**src/sfr_pkg.sv**
```systemverilog
// Package for the stream find-and-replace block: sizes, register indexes,
// length caps and the structs passed among the top level, step logic and result buffer.
// No dependencies.
`default_nettype none

package sfr_pkg;

   // window and result sizes
   localparam int WIN_DEPTH       = 8;
   localparam int MAX_RESULTS     = 8;
   localparam int MAX_SEARCH_LEN  = 8;
   localparam int MAX_REPLACE_LEN = 8;

   // effective caps on the length registers
   localparam int SEARCH_CAP_INT  = (MAX_SEARCH_LEN < WIN_DEPTH) ? MAX_SEARCH_LEN : WIN_DEPTH;
   localparam int REPLACE_CAP_INT = (MAX_REPLACE_LEN < WIN_DEPTH) ? MAX_REPLACE_LEN : WIN_DEPTH;
   localparam logic [3:0] SEARCH_CAP  = 4'(SEARCH_CAP_INT);
   localparam logic [3:0] REPLACE_CAP = 4'(REPLACE_CAP_INT);

   localparam logic [7:0] LINE_END = 8'd10;

   // configuration register indexes
   localparam logic [1:0] REG_SEARCH_PATTERN  = 2'd0;
   localparam logic [1:0] REG_SEARCH_LENGTH   = 2'd1;
   localparam logic [1:0] REG_REPLACE_PATTERN = 2'd2;
   localparam logic [1:0] REG_REPLACE_LENGTH  = 2'd3;

   typedef struct packed {
      logic [63:0] search_pattern;
      logic [3:0]  search_length;
      logic [63:0] replace_pattern;
      logic [3:0]  replace_length;
   } cfg_type;

   // result bytes of one item, first byte in slot 0, and how many are valid
   typedef struct packed {
      logic [MAX_RESULTS-1:0][7:0] bytes;
      logic [3:0]                  count;
   } result_type;

   // result buffer status seen by the top level
   typedef struct packed {
      logic       free;
      logic [3:0] count;
   } buf_stat_type;

endpackage

`default_nettype wire

```
**src/sfr_step.sv**
```systemverilog
// Window state and the single-pass step logic: appends the item's byte, tests
// the match and builds the list of result bytes for one item.
// Depends on sfr_pkg.
`default_nettype none

module sfr_step #(
   parameter int MAX_SEARCH_LEN  = sfr_pkg::MAX_SEARCH_LEN,
   parameter int MAX_REPLACE_LEN = sfr_pkg::MAX_REPLACE_LEN
) (
   input  wire logic               clock,
   input  wire logic               reset,
   input  wire logic               advance,
   input  wire logic [7:0]         in_byte,
   input  wire logic               in_end,
   input  wire sfr_pkg::cfg_type   cfg,
   output sfr_pkg::result_type     result
);

   // effective caps: the length parameters, never beyond the window depth
   localparam int SEARCH_CAP_INT  = (MAX_SEARCH_LEN < sfr_pkg::WIN_DEPTH) ?
                                    MAX_SEARCH_LEN : sfr_pkg::WIN_DEPTH;
   localparam int REPLACE_CAP_INT = (MAX_REPLACE_LEN < sfr_pkg::WIN_DEPTH) ?
                                    MAX_REPLACE_LEN : sfr_pkg::WIN_DEPTH;
   localparam logic [3:0] SEARCH_CAP  = 4'(SEARCH_CAP_INT);
   localparam logic [3:0] REPLACE_CAP = 4'(REPLACE_CAP_INT);

   logic [7:0] win_ff [sfr_pkg::WIN_DEPTH];
   logic [7:0] win_in [sfr_pkg::WIN_DEPTH];
   logic [2:0] fill_ff;
   logic [2:0] fill_in;

   logic [7:0] app   [sfr_pkg::WIN_DEPTH];
   logic [7:0] shift [sfr_pkg::WIN_DEPTH];
   logic [3:0] nf;
   logic [3:0] slen;
   logic [3:0] rlen;
   logic       is_le;
   logic       match;
   logic       use_rep;

   // capped lengths
   always_comb begin
      slen = (cfg.search_length > SEARCH_CAP) ? SEARCH_CAP : cfg.search_length;
      rlen = (cfg.replace_length > REPLACE_CAP) ? REPLACE_CAP : cfg.replace_length;
   end

   // window with the new byte appended, and the same shifted by one
   always_comb begin
      for (int i = 0; i < sfr_pkg::WIN_DEPTH; i++) begin
         app[i] = (3'(i) == fill_ff) ? in_byte : win_ff[i];
      end
      for (int i = 0; i < sfr_pkg::WIN_DEPTH - 1; i++) begin
         shift[i] = app[i+1];
      end
      shift[sfr_pkg::WIN_DEPTH-1] = app[sfr_pkg::WIN_DEPTH-1];
   end

   // compare the search bytes in use
   always_comb begin
      match = 1'b1;
      for (int i = 0; i < sfr_pkg::WIN_DEPTH; i++) begin
         if ((4'(i) < slen) && (app[i] != cfg.search_pattern[8*i +: 8])) begin
            match = 1'b0;
         end
      end
   end

   assign nf    = {1'b0, fill_ff} + 4'd1;
   assign is_le = (in_byte == sfr_pkg::LINE_END);

   // decide the result list and the next window
   always_comb begin
      use_rep      = 1'b0;
      result.count = 4'd0;
      fill_in      = 3'd0;
      win_in       = app;
      if (is_le || (nf > slen)) begin
         // line end or shortened search: flush everything
         result.count = nf;
      end else if (nf == slen) begin
         if (match) begin
            use_rep      = 1'b1;
            result.count = rlen;
         end else if (in_end) begin
            result.count = nf;
         end else begin
            // emit the oldest byte and slide the window
            result.count = 4'd1;
            win_in       = shift;
            fill_in      = fill_ff;
         end
      end else if (in_end) begin
         result.count = nf;
      end else begin
         fill_in = nf[2:0];
      end
      // result bytes: replacement string or the appended window
      for (int i = 0; i < sfr_pkg::MAX_RESULTS; i++) begin
         result.bytes[i] = use_rep ? cfg.replace_pattern[8*i +: 8] : app[i];
      end
   end

   // window fill count
   always_ff @(posedge clock) begin
      if (reset) begin
         fill_ff <= 3'd0;
      end else if (advance) begin
         fill_ff <= fill_in;
      end
   end

   // window bytes, no reset needed
   always_ff @(posedge clock) begin
      if (advance) begin
         win_ff <= win_in;
      end
   end

endmodule

`default_nettype wire

```
**src/sfr_out_buf.sv**
```systemverilog
// Result buffer: holds the result bytes of one item and hands them out one
// per cycle while rsp_stall is low, oldest first. Depends on sfr_pkg.
`default_nettype none

module sfr_out_buf (
   input  wire logic                clock,
   input  wire logic                reset,
   input  wire logic                load,
   input  wire sfr_pkg::result_type result,
   input  wire logic                rsp_stall,
   output logic                     rsp_valid,
   output logic [7:0]               rsp_out_byte,
   output logic                     rsp_run_last,
   output sfr_pkg::buf_stat_type    stat
);

   logic [sfr_pkg::MAX_RESULTS-1:0][7:0] buf_ff;
   logic [sfr_pkg::MAX_RESULTS-1:0][7:0] buf_in;
   logic [3:0]                           cnt_ff;
   logic [3:0]                           cnt_in;
   logic                                 take;

   assign take         = (cnt_ff != 4'd0) && !rsp_stall;
   assign rsp_valid    = (cnt_ff != 4'd0);
   assign rsp_out_byte = buf_ff[0];
   assign rsp_run_last = (cnt_ff == 4'd1);

   // free when empty or when the final byte leaves this cycle
   assign stat.free  = (cnt_ff == 4'd0) || ((cnt_ff == 4'd1) && !rsp_stall);
   assign stat.count = cnt_ff;

   // next contents: new item, or shift by one byte on a take
   always_comb begin
      buf_in = buf_ff;
      cnt_in = cnt_ff;
      if (load) begin
         buf_in = result.bytes;
         cnt_in = result.count;
      end else if (take) begin
         buf_in = buf_ff >> 8;
         cnt_in = cnt_ff - 4'd1;
      end
   end

   always_ff @(posedge clock) begin
      if (reset) begin
         cnt_ff <= 4'd0;
      end else begin
         cnt_ff <= cnt_in;
      end
   end

   always_ff @(posedge clock) begin
      buf_ff <= buf_in;
   end

endmodule

`default_nettype wire

```
**src/stream_find_replace_unit.sv**
```systemverilog
// Top level of the stream find-and-replace block: configuration registers,
// input register, step logic and result buffer. Depends on sfr_pkg, sfr_step
// and sfr_out_buf.
`default_nettype none

// Replaces each leftmost, non-overlapping occurrence of the search string
// (up to 8 bytes) by the replacement string (0 to 8 bytes); a line end or the
// stream_end flag flushes the held bytes, and a search length of zero passes
// bytes through. An item is registered in the input register, worked by the
// combinational step logic and loaded into the result buffer. The result
// buffer hands out one byte per cycle while rsp_stall is low; the next item
// moves up in the cycle its last byte is taken, so items giving one byte
// each flow at one per cycle while rsp_stall is low. Write the registers only
// while the block is idle.
module stream_find_replace_unit #(
   parameter int MAX_SEARCH_LEN  = sfr_pkg::MAX_SEARCH_LEN,
   parameter int MAX_REPLACE_LEN = sfr_pkg::MAX_REPLACE_LEN
) (
   input  wire logic        clock,
   input  wire logic        reset,
   // input items
   input  wire logic        req_valid,
   output logic             req_stall,
   input  wire logic [7:0]  req_data_byte,
   input  wire logic        req_stream_end,
   // result items
   output logic             rsp_valid,
   input  wire logic        rsp_stall,
   output logic [7:0]       rsp_out_byte,
   output logic             rsp_run_last,
   // configuration writes
   input  wire logic        csr_write_enable,
   input  wire logic [1:0]  csr_index,
   input  wire logic [63:0] csr_write_data
);

   sfr_pkg::cfg_type      cfg_ff;
   sfr_pkg::result_type   result;
   sfr_pkg::buf_stat_type stat;

   logic       in_valid_ff;
   logic       in_valid_in;
   logic [7:0] in_byte_ff;
   logic       in_end_ff;
   logic       accept;
   logic       advance;

   // configuration registers
   always_ff @(posedge clock) begin
      if (reset) begin
         cfg_ff <= '0;
      end else if (csr_write_enable) begin
         case (csr_index)
            sfr_pkg::REG_SEARCH_PATTERN:  cfg_ff.search_pattern  <= csr_write_data;
            sfr_pkg::REG_SEARCH_LENGTH:   cfg_ff.search_length   <= csr_write_data[3:0];
            sfr_pkg::REG_REPLACE_PATTERN: cfg_ff.replace_pattern <= csr_write_data;
            sfr_pkg::REG_REPLACE_LENGTH:  cfg_ff.replace_length  <= csr_write_data[3:0];
            default: ;
         endcase
      end
   end

   // input register: moves on when the result buffer frees up
   assign advance     = in_valid_ff && stat.free;
   assign req_stall   = in_valid_ff && !stat.free;
   assign accept      = req_valid && !req_stall;
   assign in_valid_in = accept || (in_valid_ff && !advance);

   always_ff @(posedge clock) begin
      if (reset) begin
         in_valid_ff <= 1'b0;
      end else begin
         in_valid_ff <= in_valid_in;
      end
   end

   always_ff @(posedge clock) begin
      if (accept) begin
         in_byte_ff <= req_data_byte;
         in_end_ff  <= req_stream_end;
      end
   end

   sfr_step #(
      .MAX_SEARCH_LEN  (MAX_SEARCH_LEN),
      .MAX_REPLACE_LEN (MAX_REPLACE_LEN)
   ) u_step (
      .clock   (clock),
      .reset   (reset),
      .advance (advance),
      .in_byte (in_byte_ff),
      .in_end  (in_end_ff),
      .cfg     (cfg_ff),
      .result  (result)
   );

   sfr_out_buf u_out_buf (
      .clock        (clock),
      .reset        (reset),
      .load         (advance),
      .result       (result),
      .rsp_stall    (rsp_stall),
      .rsp_valid    (rsp_valid),
      .rsp_out_byte (rsp_out_byte),
      .rsp_run_last (rsp_run_last),
      .stat         (stat)
   );

   // a stall only ever holds an item already in the input register
   a_stall_held: assert property (@(posedge clock) disable iff (reset)
      req_stall |-> in_valid_ff)
      else $error("input stalled with an empty input register");

   // the buffer never holds more than one item's worth of results
   a_buf_bound: assert property (@(posedge clock) disable iff (reset)
      stat.count <= 4'(sfr_pkg::MAX_RESULTS))
      else $error("result buffer count out of range");

   // a byte that is not the last of its item is followed by more
   a_run_continues: assert property (@(posedge clock) disable iff (reset)
      rsp_valid && !rsp_stall && !rsp_run_last |=> rsp_valid)
      else $error("result run ended without a last byte");

   // a new item only enters the buffer when it is empty or its last byte leaves in that cycle
   a_load_free: assert property (@(posedge clock) disable iff (reset)
      advance && (stat.count != 4'd0) |-> (stat.count == 4'd1) && !rsp_stall)
      else $error("item loaded over pending results");

endmodule

`default_nettype wire
```
**config.mk**
```make
export PLATFORM = sky130hd
export DESIGN_NAME = stream_find_replace_unit
export DESIGN_NICKNAME = d
export VERILOG_FILES = /design/src/sfr_pkg.sv /design/src/sfr_step.sv /design/src/sfr_out_buf.sv /design/src/stream_find_replace_unit.sv
export SDC_FILE = /design/constraint.sdc
export NUM_CORES = 1
export LEC_CHECK = 0
export BUFFER_PORTS_ARGS = -buffer_cell sky130_fd_sc_hd__buf_4
export CAP_MARGIN = 20
export CORE_MARGIN = 4
export CORE_UTILIZATION = 60
export DETAILED_ROUTE_END_ITERATION = 8
export GPL_TIMING_DRIVEN = 0
export PLACE_DENSITY = 0.79
export SETUP_SLACK_MARGIN = 0.4
export SKIP_LAST_GASP = 1
export SYNTH_ARGS = -nofsm -noshare
export SYNTH_HDL_FRONTEND = slang
export SYNTH_SLANG_ARGS = --single-unit
```
**constraint.sdc**
```tcl
create_clock -name clock -period 5.3 [get_ports clock]
set_clock_uncertainty 0.2 [all_clocks]
set_input_delay 1.325 -clock clock [delete_from_list [all_inputs] [get_ports clock]]
set_output_delay 1.325 -clock clock [all_outputs]
set_load 0.02 [all_outputs]
```
==> metrics.cfg <==
[global_route]
grt_max_degree = 68
grtUsageTotal = 0.348
grt_overflow_total = 0
antenna_found_initial = 0
grt_first_pass_wirelength_um = 70500
grt_pass1_vias = 12248

[worst_setup_path]
crit_arrival_ns = 5.02
cp-end-kind = flip-flop
critPathKind = flip-flop to flip-flop
reg2reg_setup_slack_ns = 0.36
required_ns = 5.39
r2r_start = in_byte_ff[1]$_DFFE_PP_
reg2reg_depth = 10
r2r_end = u_out_buf.buf_ff[16]$_DFFE_PP_
crit_path_start_kind = flip-flop
crit_start = in_byte_ff[1]$_DFFE_PP_
crit_fanout = 10

[min_path]
whs_endpoint = cfg_ff[34]$_SDFFE_PP0P_
holdPathStages = 2
hold_class = flip-flop to flip-flop
hold_start = cfg_ff[34]$_SDFFE_PP0P_

[status]
status = finished, final reports clean

[yosys]
netlist_top_cells_count = 353 x nand2_1, 150 x a21oi_1, 144 x dfxtp_1
yosysTopAreaCellShare = 0.290
synth_edf_count = 137
async_flop_share = 0
synth_top_flop_cell = dfxtp_1
netlist_top_cells_area = edfxtp_1 29%, dfxtp_1 20%, nand2_1 9.3%, mux2i_1 8.7%, a21oi_1 5.3%
syn-num-nets = 1609
synth.most_common_cell = nand2_1
ys_seq_area_frac = 0.493
yosysUniqueCellTypes = 70
synth_top_area_cell = edfxtp_1
synth_cells = 1517
synth_area_per_cell_sq_um = 9.36
yosysWarnings = 0
synth_area_sq_um = 14200
ys_ff_latch = 281

[die]
die_area_sq_um = 26200
die_w_um = 162
rows = 56
io-pin-count = 91
core_sq_um = 23400
initial_core_util = 0.607
die_height_um = 162

[sta]
period_share = 0.932
setup_violations = 0
finalCriticalPeriod_ns = 4.94
hold_viol_final = 0
fin_hold_ws_ns = 0.257
rsz0062_at_grt = false
worst_pin_slew_ns = 1.14
final_max_slew_viol_count = 0
setup-tns-final_ns = 0
max_freq_mhz = 203
slew_headroom = 0.239

[pwr]
comb_power_share = 0.292
swShare = 0.343
pwr-share-seq = 0.419
internal_power_mw = 5.02
switching_power_mw = 2.62
clkPwrFrac = 0.289
peakVddDrop_mv = 0.296
p_per_area_nw_per_um2 = 464
leakage_nw = 6.34

[clock_network]
cts_tree = yes
path_clk_slew_ns = 0.06
cts_made_buffers = 30
clk_latency_ns = 0.57
clockRootBuffer = clkbuf_16
clockBufferDepth = 3
cts.htree.levels = 1
cts_sinks = 281
cts_hold_buf = 0
cts_setup_buffers = 0

[layout]
n_antenna_cell = 0
area_growth_pct = 15.8
post-route-util = 0.703
final_nets = 1732
fin_cells = 1983
drive_above_1_share = 0.132

[route]
top_layer = met4
drt-pass1-iter-count = 6
routed-wl-met3_um = 5190
vias = 12949
drt_iter0_markers = 1570
routed_via_density = 6.53
wl_um = 47400
wl_per_cell_um = 23.9
drc = 0
wl_met2_um = 20900
wl_met1_um = 18100
ant_nets = 0

[placed_design]
dp.cells = 1927
port-buffer-count = 89
hpwlAfterDp_um = 34100
gp_congestion = 0.990

[flow_run]
cap_violations = 0

-- timing repair --
| action | CTS | global route |
|---|---|---|
| setup endpoints to repair | 30 | 57 |
| endpoints found under the hold margin | 0 | 0 |
| gates resized for setup | 4 | 17 |
-- placed cells by master, fill, tap and decap left out, types with 53 or more instances in the layout --
cell,n
edfxtp_1,137
inv_1,53
mux2i_1,111
a21oi_1,150
nor4_1,61
buf_4,101
dfxtp_1,144
o31ai_1,59
clkbuf_1,86
nand2_1,353
-- metrics by stage --
stage / area [sq um] / power, mW / setup slack, ns
after floorplan: 14200 / 4.54 / 0.469
after global placement: 15300 / 5.29 / -1.05
after detailed placement: 15300 / 5.33 / 0.0675
after CTS: 16400 / 7.51 / 0.534
after global routing: 16400 / 7.87 / 0.404
final: 16400 / 7.63 / 0.362
-- critical path: stages, from the launching register on --
cell and delay [ns]:
edfxtp_1 0.61, buf_1 0.62, inv_1 0.22, nor4_1 0.24
and4_1 0.36, or2_2 0.15, clkbuf_1 0.42, clkbuf_1 0.57
clkbuf_1 0.56, nor4_1 0.12, o31ai_1 0.57
-- state kept, by name, indices dropped and copies added (netlist names) --
signal and count:
cfg_ff 136, u_step.win_ff 64, in_end_ff 1, in_valid_ff 1, u_out_buf.cnt_ff 4, u_step.fill_ff 3
u_out_buf.rsp_out_byte 8, in_byte_ff 8, u_out_buf.buf_ff 56
-- how the worst max path moves through the flow --
stage / to / slack (ns) / cells after the start
after detailed placement: u_out_buf.buf_ff[15]$_DFFE_PP_ / 0.07 / 14
after floorplan: u_step.win_ff[0]$_DFFE_PP_ / 0.47 / 5
after global placement: u_out_buf.buf_ff[58]$_SDFFCE_PN0P_ / -1.05 / 8
after global routing: u_out_buf.buf_ff[16]$_DFFE_PP_ / 0.40 / 13
after CTS: u_out_buf.buf_ff[16]$_DFFE_PP_ / 0.53 / 15
final: u_out_buf.buf_ff[16]$_DFFE_PP_ / 0.36 / 10
-- metal layers --
layer	track usage	vias up
met5	0	-
met4	0.195	0
met3	0.0573	206
met2	0.542	901
met1	0.465	6129
li1	-	5713
-- power by group through the flow --
| stage | combinational [mW] | sequential (mW) | clock (mW) |
|---|---|---|---|
| final | 2.23 | 3.20 | 2.20 |
| after global routing | 2.36 | 3.22 | 2.29 |
| after CTS | 2.13 | 3.18 | 2.20 |
| after detailed placement | 2.11 | 3.22 | 0 |
| after global placement | 2.05 | 3.24 | 0 |
| after floorplan | 1.41 | 3.13 | 0 |
-- final cells by class --
class                           instances  area [sq um]
Buffer                                128           576
Fill cell                            1880          6960
Sequential cell                       281          7000
Tap cell                              319           399
Clock inverter                         15           154
Multi-Input combinational cell       1054          6520
Timing Repair Buffer                   91           703
Inverter                               54           205
Clock buffer                           41           886
-- logic make-up after synthesis --
kind of cell	synth area share
flip-flops	0.493
buffers and inverters	0.0545
XOR/XNOR	0.0241
AND/OR/NAND/NOR	0.163
AO/OA/AOI/OAI	0.166
multiplexers	0.0893
adder cells (fa/ha/maj)	0.0106
Note: power is estimated with default switching activity, not from simulation.
